==> config.mk <==
export PLATFORM = sky130hd
export DESIGN_NAME = npp_csr
export DESIGN_NICKNAME = d
export VERILOG_FILES = /design/src/design/npp_pkg.sv /design/src/design/npp_csr.sv
export SDC_FILE = /design/constraint.sdc
export NUM_CORES = 1
export LEC_CHECK = 0
export BUFFER_PORTS_ARGS = -buffer_cell sky130_fd_sc_hd__buf_4
export CORE_UTILIZATION = 47
export DETAILED_ROUTE_END_ITERATION = 10
export GPL_TIMING_DRIVEN = 0
export PLACE_DENSITY = 0.91
export SETUP_SLACK_MARGIN = 0.05
export SYNTH_ARGS = -nofsm -noshare
export SYNTH_HDL_FRONTEND = slang
export SYNTH_SLANG_ARGS = --single-unit
==> constraint.sdc <==
create_clock -name clock -period 3.9 [get_ports clock]
set_clock_uncertainty 0.05 [all_clocks]
set_input_delay 0.78 -clock clock [delete_from_list [all_inputs] [get_ports clock]]
set_output_delay 0.78 -clock clock [all_outputs]
set_load 0.005 [all_outputs]
==> src/design/npp_pkg.sv <==
// Shared constants, codes, transaction types and helpers for the nibble pixel plotter.
package npp_pkg;

   localparam int FRAME_BYTES   = 32768;
   localparam int CURSOR_WIDTH  = 8;
   localparam int CURSOR_HEIGHT = 14;
   localparam int LINE_BYTES    = 160;

   localparam int FRAME_AW  = $clog2(FRAME_BYTES);
   localparam int SUM_W     = 17;
   localparam int CUR_COL_W = $clog2(CURSOR_WIDTH);
   localparam int CUR_ROW_W = (CURSOR_HEIGHT > 1) ? $clog2(CURSOR_HEIGHT) : 1;
   localparam int BG_IDX_W  = CUR_ROW_W + CUR_COL_W;
   localparam int BG_DEPTH  = CURSOR_WIDTH * CURSOR_HEIGHT;

   localparam int CSR_AW     = 5;
   localparam int CSR_IDX_W  = 3;
   localparam int CSR_DW     = 32;

   localparam logic [CSR_IDX_W-1:0] CSR_CLIP_LEFT     = 3'd0;
   localparam logic [CSR_IDX_W-1:0] CSR_CLIP_TOP      = 3'd1;
   localparam logic [CSR_IDX_W-1:0] CSR_CLIP_RIGHT    = 3'd2;
   localparam logic [CSR_IDX_W-1:0] CSR_CLIP_BOTTOM   = 3'd3;
   localparam logic [CSR_IDX_W-1:0] CSR_CURSOR_ENABLE = 3'd4;

   localparam logic [8:0] CLIP_LEFT_RESET   = 9'd0;
   localparam logic [7:0] CLIP_TOP_RESET    = 8'd0;
   localparam logic [8:0] CLIP_RIGHT_RESET  = 9'd319;
   localparam logic [7:0] CLIP_BOTTOM_RESET = 8'd199;
   localparam logic [8:0] CURSOR_COL_RESET  = 9'd160;
   localparam logic [7:0] CURSOR_ROW_RESET  = 8'd100;

   localparam logic [1:0] CMD_WRITE  = 2'd0;
   localparam logic [1:0] CMD_READ   = 2'd1;
   localparam logic [1:0] CMD_CURSOR = 2'd2;
   localparam logic [1:0] CMD_ICON   = 2'd3;

   localparam logic [1:0] ICON_CLEAR = 2'd0;
   localparam logic [1:0] ICON_GRAY  = 2'd1;
   localparam logic [1:0] ICON_WHITE = 2'd2;
   localparam logic [1:0] ICON_BLACK = 2'd3;

   localparam logic [3:0] COLOR_GRAY  = 4'd7;
   localparam logic [3:0] COLOR_WHITE = 4'd15;
   localparam logic [3:0] COLOR_BLACK = 4'd0;

   typedef struct packed {
      logic [1:0]  command;
      logic [8:0]  x;
      logic [7:0]  y;
      logic [3:0]  color;
      logic [3:0]  icon_row_index;
      logic [15:0] icon_row_bits;
   } npp_req_type;

   typedef struct packed {
      logic [3:0] read_color;
      logic       pixel_written;
   } npp_rsp_type;

   typedef struct packed {
      logic [8:0] clip_left;
      logic [7:0] clip_top;
      logic [8:0] clip_right;
      logic [7:0] clip_bottom;
      logic       cursor_enable;
   } npp_cfg_type;

   typedef struct packed {
      logic look;
      logic commit;
      logic save_bg;
   } npp_cursor_ctl_type;

   typedef struct packed {
      logic       in_box;
      logic [1:0] code;
      logic [3:0] bg_color;
   } npp_cursor_stat_type;

   typedef struct packed {
      logic look;
      logic write;
   } npp_frame_ctl_type;

   function automatic logic [3:0] npp_icon_color(input logic [1:0] code,
                                                 input logic [3:0] color);
      logic [3:0] result;
      unique case (code)
         ICON_GRAY:  result = COLOR_GRAY;
         ICON_WHITE: result = COLOR_WHITE;
         ICON_BLACK: result = COLOR_BLACK;
         default:    result = color;
      endcase
      return result;
   endfunction

endpackage

==> src/design/npp_csr.sv <==
// Configuration register bank behind the APB-style port.
module npp_csr
   import npp_pkg::*;
(
   input  logic                clock,
   input  logic                reset,
   input  logic                psel,
   input  logic                penable,
   input  logic                pwrite,
   input  logic [CSR_AW-1:0]   paddr,
   input  logic [CSR_DW-1:0]   pwdata,
   output logic [CSR_DW-1:0]   prdata,
   output logic                pready,
   output npp_cfg_type         cfg
);

   npp_cfg_type          cfg_ff;
   npp_cfg_type          cfg_in;
   logic                 wr_en;
   logic [CSR_IDX_W-1:0] index;

   assign pready = 1'b1;
   assign wr_en  = psel & penable & pwrite;
   assign index  = paddr[CSR_AW-1:2];
   assign cfg    = cfg_ff;

   always_comb begin
      cfg_in = cfg_ff;
      if (wr_en) begin
         unique case (index)
            CSR_CLIP_LEFT:     cfg_in.clip_left     = pwdata[8:0];
            CSR_CLIP_TOP:      cfg_in.clip_top      = pwdata[7:0];
            CSR_CLIP_RIGHT:    cfg_in.clip_right    = pwdata[8:0];
            CSR_CLIP_BOTTOM:   cfg_in.clip_bottom   = pwdata[7:0];
            CSR_CURSOR_ENABLE: cfg_in.cursor_enable = pwdata[0];
            default:           cfg_in = cfg_ff;
         endcase
      end
   end

   always_ff @(posedge clock) begin
      if (reset) begin
         cfg_ff.clip_left     <= CLIP_LEFT_RESET;
         cfg_ff.clip_top      <= CLIP_TOP_RESET;
         cfg_ff.clip_right    <= CLIP_RIGHT_RESET;
         cfg_ff.clip_bottom   <= CLIP_BOTTOM_RESET;
         cfg_ff.cursor_enable <= 1'b0;
      end else begin
         cfg_ff <= cfg_in;
      end
   end

   always_comb begin
      prdata = '0;
      unique case (index)
         CSR_CLIP_LEFT:     prdata = CSR_DW'(cfg_ff.clip_left);
         CSR_CLIP_TOP:      prdata = CSR_DW'(cfg_ff.clip_top);
         CSR_CLIP_RIGHT:    prdata = CSR_DW'(cfg_ff.clip_right);
         CSR_CLIP_BOTTOM:   prdata = CSR_DW'(cfg_ff.clip_bottom);
         CSR_CURSOR_ENABLE: prdata = CSR_DW'(cfg_ff.cursor_enable);
         default:           prdata = '0;
      endcase
   end

endmodule

# After elaboration in Yosys (flattened, before gate mapping)

Cells that the tools add are included.

Register bits after elaboration: 35
Input port bits: 42
Output and inout bits: 68
Word-level logic and storage cells: 18

Equality and inequality tests: 4
Multiplexer cells: 1
Bitwise operators: 2
Reduce and logical (&&, ||, !) cells: 6

Operator list:

| kind                                                                   | number |
|---|---|
| 9-bit case mux with 5 select lines                                     | 1 |
| 2-bit AND reduction                                                    | 5 |
| 3-bit by 2-bit equality test with 1-bit output (second input constant) | 2 |
| 3-bit by 1-bit equality test with 1-bit output (second input constant) | 1 |
| 3-bit equality test (second input constant)                            | 1 |
| 3-bit zero test                                                        | 1 |
| 1-bit bitwise AND                                                      | 2 |

# Longest topological paths before layout

Depth in word-level cells: 3
Gate-level depth with buffers: 5
Gate-level depth less buffers: 3

# Worst setup path before layout

No wires, ideal clock.

Path type: input port to output port
Start: in paddr[3]
End: out prdata[2]
Data arrival time: 1.659 ns
Path slack: 1.411 ns
Stages on the path: 4
Buffers on the path: 2
Cells stage by stage: buf_6 buf_6 mux4_2 nor2b_1

Word-level cells in the longest chain between the ends: 2
Elaborated cells between the ends (all ways): 6
Classes of those cells: eq/ne: 4; mux: 1; reduce/logical: 1

RTL lines:

| what                                        | RTL line      | RTL |
|---|---|---|
| start: declaration                          | npp_csr.sv:10 | `input logic [CSR_AW-1:0] paddr,` |
| 3-bit equality test (tied with other cells) | npp_csr.sv:55 | `unique case (index)` |
| 9-bit case mux with 5 select lines *        | npp_csr.sv:55 |  |
| end: declaration                            | npp_csr.sv:12 | `output logic [CSR_DW-1:0] prdata,` |

Every way passes the cells marked *; elsewhere a longest branch is shown, timed or not.

# Final worst setup path

Same ends and word-level chain as after synthesis.

==> impl_metrics.env <==
export IMPL_peakVddDrop_mv=0.176
export IMPL_drtPass1Iterations=4
export IMPL_synth_area_mm2=0.00194
export IMPL_synth_top_cell_area_share=0.361
export IMPL_ys_flop_type="dfxtp_1"
export IMPL_vias=1593
export IMPL_grt_max_degree=11
export IMPL_cts_setup_buffers=0
export IMPL_cts_root_buf="clkbuf_8"
export IMPL_crit_fanout=10
export IMPL_clk_path_buf_depth=2
export IMPL_vias_per_cell=4.77
export IMPL_ios=110
export IMPL_hold_violations=0
export IMPL_avgSynthCellArea_um2=9.96
export IMPL_final_max_slew_viol_count=0
export IMPL_largest_reg_flops=35
export IMPL_fmax_mhz=369
export IMPL_clk_pin_slew_worst_paths_ns=0.07
export IMPL_die_y_um=66.3
export IMPL_yosysMostFrequentCell="mux2i_1"
export IMPL_critPathKind="primary input to output pin"
export IMPL_max_slew_worst_pin_slew_ns=0.561
export IMPL_fin_area_mm2=0.00261
export IMPL_detailed_place_hpwl_mm=3.36
export IMPL_antenna_found_initial=0
export IMPL_post_place_ws_ns=1.18
export IMPL_rsz0062_at_grt="no"
export IMPL_drc_errors=0
export IMPL_cp_num_buf_inv=3
export IMPL_setup_tns_final_ns=0
export IMPL_die_x_um=66.3
export IMPL_htreeDepth=2
export IMPL_clock_latency_ns=0.29
export IMPL_grt_remaining_overflow=0
export IMPL_power_density_mw_per_mm2=275
export IMPL_cts_resized_gates=0
export IMPL_seq_area_frac_synth=0.361
export IMPL_slowest_stage="mux4_2"
export IMPL_setup_ws_ns=1.19
export IMPL_status="complete, no violations"
export IMPL_place_area_mm2=0.00253
export IMPL_synth_edff_count=0
export IMPL_drive_above_1_share=0.366
export IMPL_final_nets=325
export IMPL_cp_start_kind="primary input"
export IMPL_io_buffers=59
export IMPL_tritoncts="built"
export IMPL_max_stage_delay_ns=0.49
export IMPL_cp_required_ns=3.07
export IMPL_period_needed_ns=2.71
export IMPL_grt_pass1_wl_mm=7.16
export IMPL_synthToLayoutAreaGrowth_pct=34.4
export IMPL_ys_types=23
export IMPL_synth_top_cells_by_area="dfxtp_1 36%, mux2i_1 20%, nand2b_1 10%"
export IMPL_synthTopCellsByCount="38 x mux2i_1, 35 x dfxtp_1, 32 x nand2b_1"
export IMPL_crit_path_frequent_cell="buf_6"
export IMPL_post_route_period_util=0.696
export IMPL_p_leak_nw=1.24
export IMPL_crit_chain="buf_6 -> buf_6 -> mux4_2 -> nor2b_1 -> buf_4"
export IMPL_placementRows=23
export IMPL_grt_pass1_vias=1491
export IMPL_async_flop_share=0
export IMPL_drt_total_wl_mm=4.58
export IMPL_synth_seq_cells=35
export IMPL_grt_total_usage=0.224
export IMPL_relSlewSlack=0.626
export IMPL_hold_buffers=0
export IMPL_drv_cap=0
export IMPL_cp_end_kind="output pin"
export IMPL_antenna_cells=0
export IMPL_core_area_mm2=0.00397
export IMPL_dieArea_mm2=0.00440
export IMPL_finalSetupViolCount=0
export IMPL_drt_initial_drc_count=56
export IMPL_critPathTopFamily="multiplexers"
export IMPL_critPathArrivalTime_ns=1.88
export IMPL_wire_per_inst_um=13.7
export IMPL_yosys_warnings=0
export IMPL_ant_nets=0
export IMPL_cts_buffers=5
export IMPL_yosys_area_top_type="dfxtp_1"
export IMPL_hold_worst_slack_ns=0.443
export IMPL_clock_sinks=35
export IMPL_synthCells=195
export IMPL_start_util=0.489
export IMPL_hp_class="flip-flop to flip-flop"
export IMPL_gp_congestion=0.759
-- layout by cell type (no fill, tap or decap), types with 2 or more instances in the layout --
| cell | count |
|---|---|
| clkbuf_1 | 6 |
| nor2b_1 | 8 |
| nor2_1 | 23 |
| mux2i_1 | 38 |
| nor3_1 | 3 |
| clkbuf_8 | 5 |
| nand2b_1 | 32 |
| mux4_2 | 7 |
| nand2_1 | 2 |
| dfxtp_1 | 35 |
| buf_6 | 3 |
| buf_4 | 85 |
| conb_1 | 24 |
| buf_2 | 2 |
-- tightest hold or removal path: cells and delay by family, from the launching register on --
| family | cells | cell delay [ns] |
|---|---|---|
| simple gates | 1 | 0.07 |
| flops | 1 | 0.32 |
| mux | 1 | 0.06 |
-- per-stage QoR --
stage	total power, W	utilization	cells
floorplan	0.000438	-	217
finish	0.000719	0.658	334
detailed placement	0.000477	0.637	326
CTS	0.000724	0.658	334
global placement	0.000475	0.637	326
global route	0.000749	0.658	334
-- area by class of cell --
type,count,area [um^2]
Buffer,36,258
Timing Repair Buffer,59,443
Clock buffer,7,76.3
Fill cell,354,1360
Clock inverter,1,5.00
Tap cell,50,62.6
Multi-Input combinational cell,146,1070
Sequential cell,35,701
-- power breakdown --
| group | leakage (nW) | internal [W] | switching [W] |
|---|---|---|---|
| sequential | 0.283 | 0.000360 | 0.00000213 |
| clock | 0.0422 | 0.000125 | 0.000124 |
| combinational | 0.918 | 0.0000600 | 0.0000477 |
| total | 1.24 | 0.000545 | 0.000174 |
-- worst paths after layout --
check                               from         to  slack (ns)  depth (start not counted)
worst max register to register    cfg[2]     cfg[2]        3.19                          2
worst min register to register    cfg[0]     cfg[0]        0.44                          2
worst max-delay path            paddr[3]  prdata[2]        1.19                          5
worst min-delay path              cfg[0]     cfg[0]        0.44                          2
-- layer usage --
| layer | share of wire | wire [um] | global-route usage | vias up |
|---|---|---|---|---|
| met5 | 0 | 0 | 0 | - |
| met4 | 0.014 | 63 | 0.0878 | 0 |
| met3 | 0.072 | 331 | 0.0603 | 8 |
| met2 | 0.49 | 2240 | 0.381 | 65 |
| met1 | 0.43 | 1950 | 0.267 | 742 |
| li1 | - | - | - | 778 |
-- logic make-up (layout without fill, tap and decap cells) --
group,Yosys count,in the layout,synth area share
muxes,45,45,0.277
DFF,35,35,0.361
and+or+nand+nor,75,75,0.219
buffers and inverters,36,103,0.133
other,2,24,0.00386
AOI/OAI and AO/OA,2,2,0.00708
(Power assumes the default switching activity.)
